$ cat config.mk
export PLATFORM = sky130hd
export DESIGN_NAME = int_to_decimal_ascii_unit
export DESIGN_NICKNAME = d
export VERILOG_FILES = /design/src/design/itda_pkg.sv /design/src/design/itda_digit_cell.sv /design/src/design/itda_digit_chain.sv /design/src/design/int_to_decimal_ascii_unit.sv
export SDC_FILE = /design/constraint.sdc
export NUM_CORES = 1
export LEC_CHECK = 0
export BUFFER_PORTS_ARGS = -buffer_cell sky130_fd_sc_hd__buf_4
export CORE_MARGIN = 8
export CORE_UTILIZATION = 42
export DETAILED_ROUTE_END_ITERATION = 16
export GPL_TIMING_DRIVEN = 1
export PLACE_DENSITY = 0.68
export RECOVER_POWER = 25
export SYNTH_ARGS = -nofsm -noshare
export SYNTH_HDL_FRONTEND = slang
export SYNTH_SLANG_ARGS = --single-unit
$ cat constraint.sdc
create_clock -name clk -period 9.47 [get_ports clk]
set_clock_uncertainty 0.1 [all_clocks]
set_input_delay 1.894 -clock clk [delete_from_list [all_inputs] [get_ports clk]]
set_output_delay 1.894 -clock clk [all_outputs]
set_load 0.1 [all_outputs]
$ cat src/design/itda_pkg.sv
// ----------------------------------------------------------------------------
// itda_pkg
// Shared widths, character codes and transaction types for the
// integer-to-decimal ASCII unit.
// ----------------------------------------------------------------------------
package itda_pkg;

    localparam int VALUE_BITS = 32;
    localparam int STEP_BITS  = 4;
    localparam int STEPS      = (VALUE_BITS + STEP_BITS - 1) / STEP_BITS;
    localparam int PAD_BITS   = STEPS * STEP_BITS;
    localparam int RADIX      = 10;

    // Count the decimal digits of the largest magnitude, 2**(VALUE_BITS-1).
    function automatic int calc_digits();
        longint unsigned v;
        int              n;
        v = 64'd1 << (VALUE_BITS - 1);
        n = 0;
        for (int i = 0; i < 20; i++)
        begin
            if (v != 0)
            begin
                n = n + 1;
                v = v / RADIX;
            end
        end
        return n;
    endfunction

    localparam int DIGITS     = calc_digits();
    localparam int CNT_BITS   = $clog2(DIGITS + 2);
    localparam int STEP_CNT_BITS = $clog2(STEPS);

    localparam logic [6:0] CH_PLUS  = 7'd43;
    localparam logic [6:0] CH_MINUS = 7'd45;
    localparam logic [6:0] CH_ZERO  = 7'd48;

    typedef struct packed {
        logic signed [VALUE_BITS-1:0] number;
        logic                         plus_forced;
    } value_t;

    typedef struct packed {
        logic [6:0] char_code;
        logic [3:0] run_len;
        logic       last;
    } text_t;

    // Command to every cell of the digit chain
    typedef struct packed {
        logic clear;
        logic convert;
        logic shift;
    } cell_ctl_t;

endpackage

$ cat src/design/itda_digit_cell.sv
// ----------------------------------------------------------------------------
// itda_digit_cell
// One BCD digit of the conversion chain: shift-and-add-3 on a nibble of
// incoming bits per cycle, or a plain move of the digit from the neighbor.
// ----------------------------------------------------------------------------
module itda_digit_cell (
    input  logic                          clk,
    input  logic                          rst_n,
    input  itda_pkg::cell_ctl_t           ctl,
    input  logic [itda_pkg::STEP_BITS-1:0] feed,
    input  logic [3:0]                    digit_in,
    output logic [itda_pkg::STEP_BITS-1:0] carry,
    output logic [3:0]                    digit
);

    logic [3:0] digit_reg;
    logic [3:0] digit_next;
    logic [3:0] dabble;

    // Sub-step j consumes feed bit STEP_BITS-1-j, MSB first.
    always_comb
    begin
        dabble = digit_reg;
        carry  = '0;
        for (int j = 0; j < itda_pkg::STEP_BITS; j++)
        begin
            if (dabble >= 4'd5)
            begin
                dabble = 4'(dabble + 4'd3);
            end
            carry[itda_pkg::STEP_BITS-1-j] = dabble[3];
            dabble = {dabble[2:0], feed[itda_pkg::STEP_BITS-1-j]};
        end
    end

    always_comb
    begin
        digit_next = digit_reg;
        if (ctl.clear)
        begin
            digit_next = 4'd0;
        end
        else if (ctl.convert)
        begin
            digit_next = dabble;
        end
        else if (ctl.shift)
        begin
            digit_next = digit_in;
        end
    end

    always_ff @(posedge clk or negedge rst_n)
    begin
        if (!rst_n)
        begin
            digit_reg <= 4'd0;
        end
        else
        begin
            digit_reg <= digit_next;
        end
    end

    assign digit = digit_reg;

endmodule

$ cat src/design/itda_digit_chain.sv
// ----------------------------------------------------------------------------
// itda_digit_chain
// Row of BCD digit cells, least significant at index 0; the top cell
// presents the digit that goes out next.
// ----------------------------------------------------------------------------
module itda_digit_chain (
    input  logic                           clk,
    input  logic                           rst_n,
    input  itda_pkg::cell_ctl_t            ctl,
    input  logic [itda_pkg::STEP_BITS-1:0] feed,
    output logic [3:0]                     top_digit
);

    logic [itda_pkg::STEP_BITS-1:0] carry_w [itda_pkg::DIGITS];
    logic [3:0]                     digit_w [itda_pkg::DIGITS];

    for (genvar i = 0; i < itda_pkg::DIGITS; i++)
    begin : g_cell
        logic [itda_pkg::STEP_BITS-1:0] feed_w;
        logic [3:0]                     below_w;

        if (i == 0)
        begin : g_first
            assign feed_w  = feed;
            assign below_w = 4'd0;
        end
        else
        begin : g_rest
            assign feed_w  = carry_w[i-1];
            assign below_w = digit_w[i-1];
        end

        itda_digit_cell u_cell (
            .clk      (clk),
            .rst_n    (rst_n),
            .ctl      (ctl),
            .feed     (feed_w),
            .digit_in (below_w),
            .carry    (carry_w[i]),
            .digit    (digit_w[i])
        );
    end

    assign top_digit = digit_w[itda_pkg::DIGITS-1];

endmodule

$ cat src/design/int_to_decimal_ascii_unit.sv
// ----------------------------------------------------------------------------
// int_to_decimal_ascii_unit
// Converts one signed integer to its decimal ASCII text, one character per
// output transaction, most significant first.
//
// One value is taken at a time: value_ready is high only while the unit
// is idle. The magnitude is fed into a chain of DIGITS BCD cells, STEP_BITS
// bits per cycle, then the chain shifts out its leading zeros one digit per
// cycle, then the sign (if any) and the digits leave one per cycle while
// text_ready is high. Every character carries the length of the whole run and
// the final one carries last; the most negative value prints its true
// magnitude.
// ----------------------------------------------------------------------------
module int_to_decimal_ascii_unit (
    input  logic             clk,
    input  logic             rst_n,
    input  logic             value_valid,
    output logic             value_ready,
    input  itda_pkg::value_t value,
    output logic             text_valid,
    input  logic             text_ready,
    output itda_pkg::text_t  text
);

    typedef enum logic [2:0] {
        S_IDLE,
        S_CONV,
        S_SKIP,
        S_SIGN,
        S_DIGIT
    } state_t;

    state_t state_reg;
    state_t state_next;

    logic [itda_pkg::PAD_BITS-1:0]      mag_reg;
    logic [itda_pkg::PAD_BITS-1:0]      mag_next;
    logic [itda_pkg::STEP_CNT_BITS-1:0] step_reg;
    logic [itda_pkg::STEP_CNT_BITS-1:0] step_next;
    logic [itda_pkg::CNT_BITS-1:0]      skip_reg;
    logic [itda_pkg::CNT_BITS-1:0]      skip_next;
    logic [itda_pkg::CNT_BITS-1:0]      remain_reg;
    logic [itda_pkg::CNT_BITS-1:0]      remain_next;
    logic [itda_pkg::CNT_BITS-1:0]      total_reg;
    logic [itda_pkg::CNT_BITS-1:0]      total_next;
    logic                               neg_reg;
    logic                               neg_next;
    logic                               sign_on_reg;
    logic                               sign_on_next;

    logic [itda_pkg::VALUE_BITS-1:0]    raw;
    logic [itda_pkg::VALUE_BITS-1:0]    abs_val;
    logic                               raw_neg;
    logic                               value_acc;
    logic                               text_acc;
    logic                               skip_more;
    itda_pkg::cell_ctl_t                ctl;
    logic [3:0]                         top_digit;

    assign value_ready = (state_reg == S_IDLE);
    assign text_valid  = (state_reg == S_SIGN) || (state_reg == S_DIGIT);
    assign value_acc   = value_valid && value_ready;
    assign text_acc    = text_valid && text_ready;

    // Two's complement negate in unsigned form: the most negative value
    // becomes its true magnitude.
    assign raw     = value.number;
    assign raw_neg = raw[itda_pkg::VALUE_BITS-1];
    assign abs_val = raw_neg ? itda_pkg::VALUE_BITS'(~raw + 1'b1) : raw;

    // Drop a leading zero while more than one digit remains.
    assign skip_more = (top_digit == 4'd0) &&
                       (skip_reg != itda_pkg::CNT_BITS'(itda_pkg::DIGITS - 1));

    always_comb
    begin
        ctl         = '0;
        state_next  = state_reg;
        mag_next    = mag_reg;
        step_next   = step_reg;
        skip_next   = skip_reg;
        remain_next = remain_reg;
        total_next  = total_reg;
        neg_next    = neg_reg;
        sign_on_next = sign_on_reg;

        case (state_reg)
            S_IDLE:
            begin
                if (value_acc)
                begin
                    ctl.clear    = 1'b1;
                    mag_next     = itda_pkg::PAD_BITS'(abs_val);
                    neg_next     = raw_neg;
                    sign_on_next = raw_neg || value.plus_forced;
                    step_next    = '0;
                    state_next   = S_CONV;
                end
            end
            S_CONV:
            begin
                // Advance the chain by one nibble, MSB first.
                ctl.convert = 1'b1;
                mag_next    = {mag_reg[itda_pkg::PAD_BITS-itda_pkg::STEP_BITS-1:0],
                               {itda_pkg::STEP_BITS{1'b0}}};
                step_next   = itda_pkg::STEP_CNT_BITS'(step_reg + 1'b1);
                if (step_reg == itda_pkg::STEP_CNT_BITS'(itda_pkg::STEPS - 1))
                begin
                    skip_next  = '0;
                    state_next = S_SKIP;
                end
            end
            S_SKIP:
            begin
                if (skip_more)
                begin
                    ctl.shift = 1'b1;
                    skip_next = itda_pkg::CNT_BITS'(skip_reg + 1'b1);
                end
                else
                begin
                    remain_next = itda_pkg::CNT_BITS'(itda_pkg::DIGITS) - skip_reg;
                    total_next  = itda_pkg::CNT_BITS'(itda_pkg::DIGITS) - skip_reg
                                  + itda_pkg::CNT_BITS'(sign_on_reg);
                    state_next  = sign_on_reg ? S_SIGN : S_DIGIT;
                end
            end
            S_SIGN:
            begin
                if (text_acc)
                begin
                    state_next = S_DIGIT;
                end
            end
            S_DIGIT:
            begin
                if (text_acc)
                begin
                    ctl.shift   = 1'b1;
                    remain_next = itda_pkg::CNT_BITS'(remain_reg - 1'b1);
                    if (remain_reg == itda_pkg::CNT_BITS'(1))
                    begin
                        state_next = S_IDLE;
                    end
                end
            end
            default:
            begin
                state_next = S_IDLE;
            end
        endcase
    end

    always_ff @(posedge clk or negedge rst_n)
    begin
        if (!rst_n)
        begin
            state_reg   <= S_IDLE;
            step_reg    <= '0;
            skip_reg    <= '0;
            remain_reg  <= '0;
            total_reg   <= '0;
            neg_reg     <= 1'b0;
            sign_on_reg <= 1'b0;
        end
        else
        begin
            state_reg   <= state_next;
            step_reg    <= step_next;
            skip_reg    <= skip_next;
            remain_reg  <= remain_next;
            total_reg   <= total_next;
            neg_reg     <= neg_next;
            sign_on_reg <= sign_on_next;
        end
    end

    // Magnitude shift register is payload only.
    always_ff @(posedge clk)
    begin
        mag_reg <= mag_next;
    end

    itda_digit_chain u_chain (
        .clk       (clk),
        .rst_n     (rst_n),
        .ctl       (ctl),
        .feed      (mag_reg[itda_pkg::PAD_BITS-1 -: itda_pkg::STEP_BITS]),
        .top_digit (top_digit)
    );

    // Output fields come straight from registers, so they hold while stalled.
    always_comb
    begin
        text.run_len = 4'(total_reg);
        if (state_reg == S_SIGN)
        begin
            text.char_code = neg_reg ? itda_pkg::CH_MINUS : itda_pkg::CH_PLUS;
            text.last      = (total_reg == itda_pkg::CNT_BITS'(1));
        end
        else
        begin
            text.char_code = 7'(itda_pkg::CH_ZERO + {3'b000, top_digit});
            text.last      = (remain_reg == itda_pkg::CNT_BITS'(1));
        end
    end

    // Never take a new value while a character is on offer.
    a_no_overlap: assert property (@(posedge clk) disable iff (!rst_n)
        !(value_ready && text_valid))
        else $error("value accepted while text pending");

    // The final character of a run returns the unit to idle.
    a_last_idle: assert property (@(posedge clk) disable iff (!rst_n)
        text_valid && text_ready && text.last |=> value_ready)
        else $error("unit not idle after last character");

    // While digits go out, the remaining count stays within the chain.
    a_remain_range: assert property (@(posedge clk) disable iff (!rst_n)
        (state_reg == S_DIGIT) |->
            (remain_reg != '0) &&
            (remain_reg <= itda_pkg::CNT_BITS'(itda_pkg::DIGITS)))
        else $error("digit count out of range");

    // A sign character appears only ahead of at least one digit.
    a_sign_total: assert property (@(posedge clk) disable iff (!rst_n)
        (state_reg == S_SIGN) |-> (total_reg == remain_reg + 1'b1) && !text.last)
        else $error("sign character total mismatch");

endmodule
==> summary.md <==
| Metric | Value |
|---|---|
| # setup viols final | 0 |
| IO Count | between 50 and 60 |
| RSZ-0062 raised after global routing | false |
| N_diodes | 0 |
| Post-synth EDFFs | 32 |
| Syn nets | ~1400 |
| R2r setup slk | 4.10 ns |
| H-tree lvl count | 3 |
| Startpoint class of the critical path | flip-flop |
| DP Worst Slack | between 4 and 5 ns |
| Cell area after synthesis | approximately 0.010 mm2 |
| DR vias/cell | ~6 |
| Resized cells post-CTS | 0 |
| Fmax | 0.186 GHz |
| Top post-synthesis cells by area | dfrtp_1, edfxtp_1, o21ai_0, ha_1, nand2_1 |
| Drt wl/cell | 15.2 um |
| Critical Path AT | between 5 and 6 ns |
| Die height | between 150 and 200 um |
| Critical path class | flip-flop to flip-flop |
| Layout net count | ~1400 |
| Synthesized area per cell | around 7.6 um2 |
| Yosys warns | 0 |
| Total CTS buffers | 9 |
| Hold_buf cts | 0 |
| Std cell rows | 57 |
| Worst Path Max Fanout | between 70 and 80 |
| DR DRC count | 0 |
| CP Capture Type | flip-flop |
| Starting DRT DRC Count | around 1100 |
| Max clock buf depth | 2 |
| Initial Util | 42.3% |
| Share of cells above drive strength 1 | 9.25% |
| Setup Buffers After CTS | 0 |
| Synth top area share | between 10 and 15% |
| Chip Width | between 150 and 200 um |
| Rel. slew slack | -135% |
| Final min period | 5.37 ns |
| Post-Synthesis Cells | 1341 |
| Hold worst-path end | u_chain.g_cell[0].u_cell.digit[0] |
| Setup ws final | between 4 and 5 ns |
| GR Overflow Total | 0 |
| 1st-pass router iterations | 5 |
| Post-route ant nets | 0 |
| Clock sink total | between 90 and 100 |
| Status | complete, but fails checks |
| Seq/Total Area, Yosys | around a quarter |
| HPWL after DPL | roughly 18000 um |
| Hold Fails Final Rpt | 0 |
| Worst-path clk slew | roughly 0.07 ns |
| Part of the cycle the worst path needs | a little under three fifths |
| Gr usage total | between 15 and 20% |
| CTS tree | done |
| Worst Tran Pin Value | 3.53 ns |
| Setup TNS | 0 ns |
| Core box area | 0.0240 mm2 |
| Worst-Skew Late Latency | between 0.3 and 0.4 ns |
| Max Transition Viols Final | 140 |
| Reg2reg end | u_chain.g_cell[7].u_cell.digit[3] |
| RD Place Congestion | 0.917 |
| Data required, critical path | between 9 and 10 ns |
| Worst reg-to-reg path cell count | 8 |
| Reg2reg start | state_reg[0] |
| Failing checks | max-capacitance violations, max-slew violations |
| Yosys cell types | 82 |
| Initial antenna violation count | 0 |
| Pin count of the biggest net entering global routing | 79 |
| Worst hold path depth | 2 |
| Dpl cell area | 0.0107 mm2 |
| Synth area leader | dfrtp_1 |
| Vias in the first global route | 9239 |
| Clk Tree Root Cell | clkbuf_16 |
| HP Class | flip-flop to flip-flop |
| Total die area | ~0.029 mm2 |
| Ys async rst share | approximately two thirds |
| Final design area excluding fillers | about 0.011 mm2 |
| I/O Buffers | 48 |
| Top FF cell, synth | dfrtp_1 |
| Worst Min Path Start | mag_reg[28] |
| Via count | 10011 |
| Post-Route WL | about 25000 um |
| First-pass GRT wire length | 43200 um |
| Max-cap violation count | 2 |
| FF+latch count, synth | 92 |
| Max reg flops | 40 |
| Synthesis-to-layout area growth | 8.21% |
-- area by class of cell --
class | instances | area (um2)
Fill cell | 2382 | 13000
Multi-Input combinational cell | 1116 | 7190
Sequential cell | 92 | 2460
Timing Repair Buffer | 56 | 409
Tap cell | 324 | 405
Inverter | 61 | 229
Clock buffer | 9 | 225
Clock inverter | 7 | 67.6
-- placed cells by master (no fill, tap or decap), types with 36 or more instances in the layout --
| cell | count |
|---|---|
| nor3_1 | 39 |
| buf_4 | 53 |
| dfrtp_1 | 60 |
| nand3_1 | 36 |
| nand2_1 | 152 |
| nor2_1 | 98 |
| mux2i_1 | 37 |
| inv_1 | 60 |
| ha_1 | 48 |
| a21oi_1 | 85 |
| o21ai_0 | 146 |
-- cell families (layout without fill, tap and decap cells) --
logic type               after synthesis  count (layout)  share of synthesized area (%)
AO/OA/AOI/OAI                        504             504                           33.1
XOR/XNOR                              46              46                           3.97
adder cells (fa/ha/maj)               51              51                           6.21
buffers and inverters                133             133                           5.04
flip-flops                            92              92                           24.2
multiplexers                          53              53                           5.42
other                                  2               2                         0.0739
AND/OR/NAND/NOR                      460             460                           22.0
-- through the flow --
| stage | util, % | std cells | hold WS (ns) |
|---|---|---|---|
| 2_1_floorplan | - | 1341 | 0.326 |
| 3_3_place_gp | 44.6 | 1649 | 0.366 |
| 3_5_place_dp | 44.6 | 1649 | 0.364 |
| 4_1_cts | 45.8 | 1665 | 0.381 |
| 5_1_grt | 45.7 | 1665 | 0.414 |
| 6_report | 45.7 | 1665 | 0.388 |
-- how the worst max path moves through the flow --
stage                       from                                 to  cells after the start
floorplan           state_reg[1]                            text[0]                      5
detailed placement      value[9]                        mag_reg[29]                     10
CTS                     value[9]                        mag_reg[29]                     10
global placement        value[9]                        mag_reg[29]                     10
global route        state_reg[0]  u_chain.g_cell[7].u_cell.digit[3]                      8
finish              state_reg[0]  u_chain.g_cell[7].u_cell.digit[3]                      8
-- synth_stat cells, drive strengths merged, types with 7 or more instances --
cell,count
nand3,36
o32ai,12
o211a,7
nand2,152
xnor2,13
a211o,9
a31oi,12
o22ai,21
ha,48
mux2i,37
a22oi,7
nor2b,21
or3,16
o21a,17
xor2,33
o41ai,9
and3,10
o21ai,150
a221oi,7
a211oi,34
mux2,16
nand2b,24
o31ai,18
or4,10
nor3,39
edfxtp,32
and2,14
o211ai,19
a21boi,7
a2bb2oi,7
nor2,98
inv,60
a21oi,86
a21o,14
or2,19
buf,10
dfrtp,60
clkbuf,62
-- worst max-delay path, cell delays in order (launching register included) --
cell	delay (ns)
dfrtp_1	0.59
nor3b_2	0.23
clkbuf_1	2.26
nor2_1	0.26
inv_2	0.39
buf_4	0.56
nor2_1	0.31
a221o_1	0.33
o22a_1	0.18
-- per-layer routing --
layer | vias to the layer above | wire, um | track usage [%]
met5 | - | 0 | 0
met4 | 0 | 289 | 3.63
met3 | 28 | 1340 | 2.87
met2 | 290 | 11900 | 29.0
met1 | 4663 | 11900 | 22.9
li1 | 5030 | - | -
Power is not shown: default switching activity piles up to over one toggle a cycle in this logic, so the estimate is an artifact.
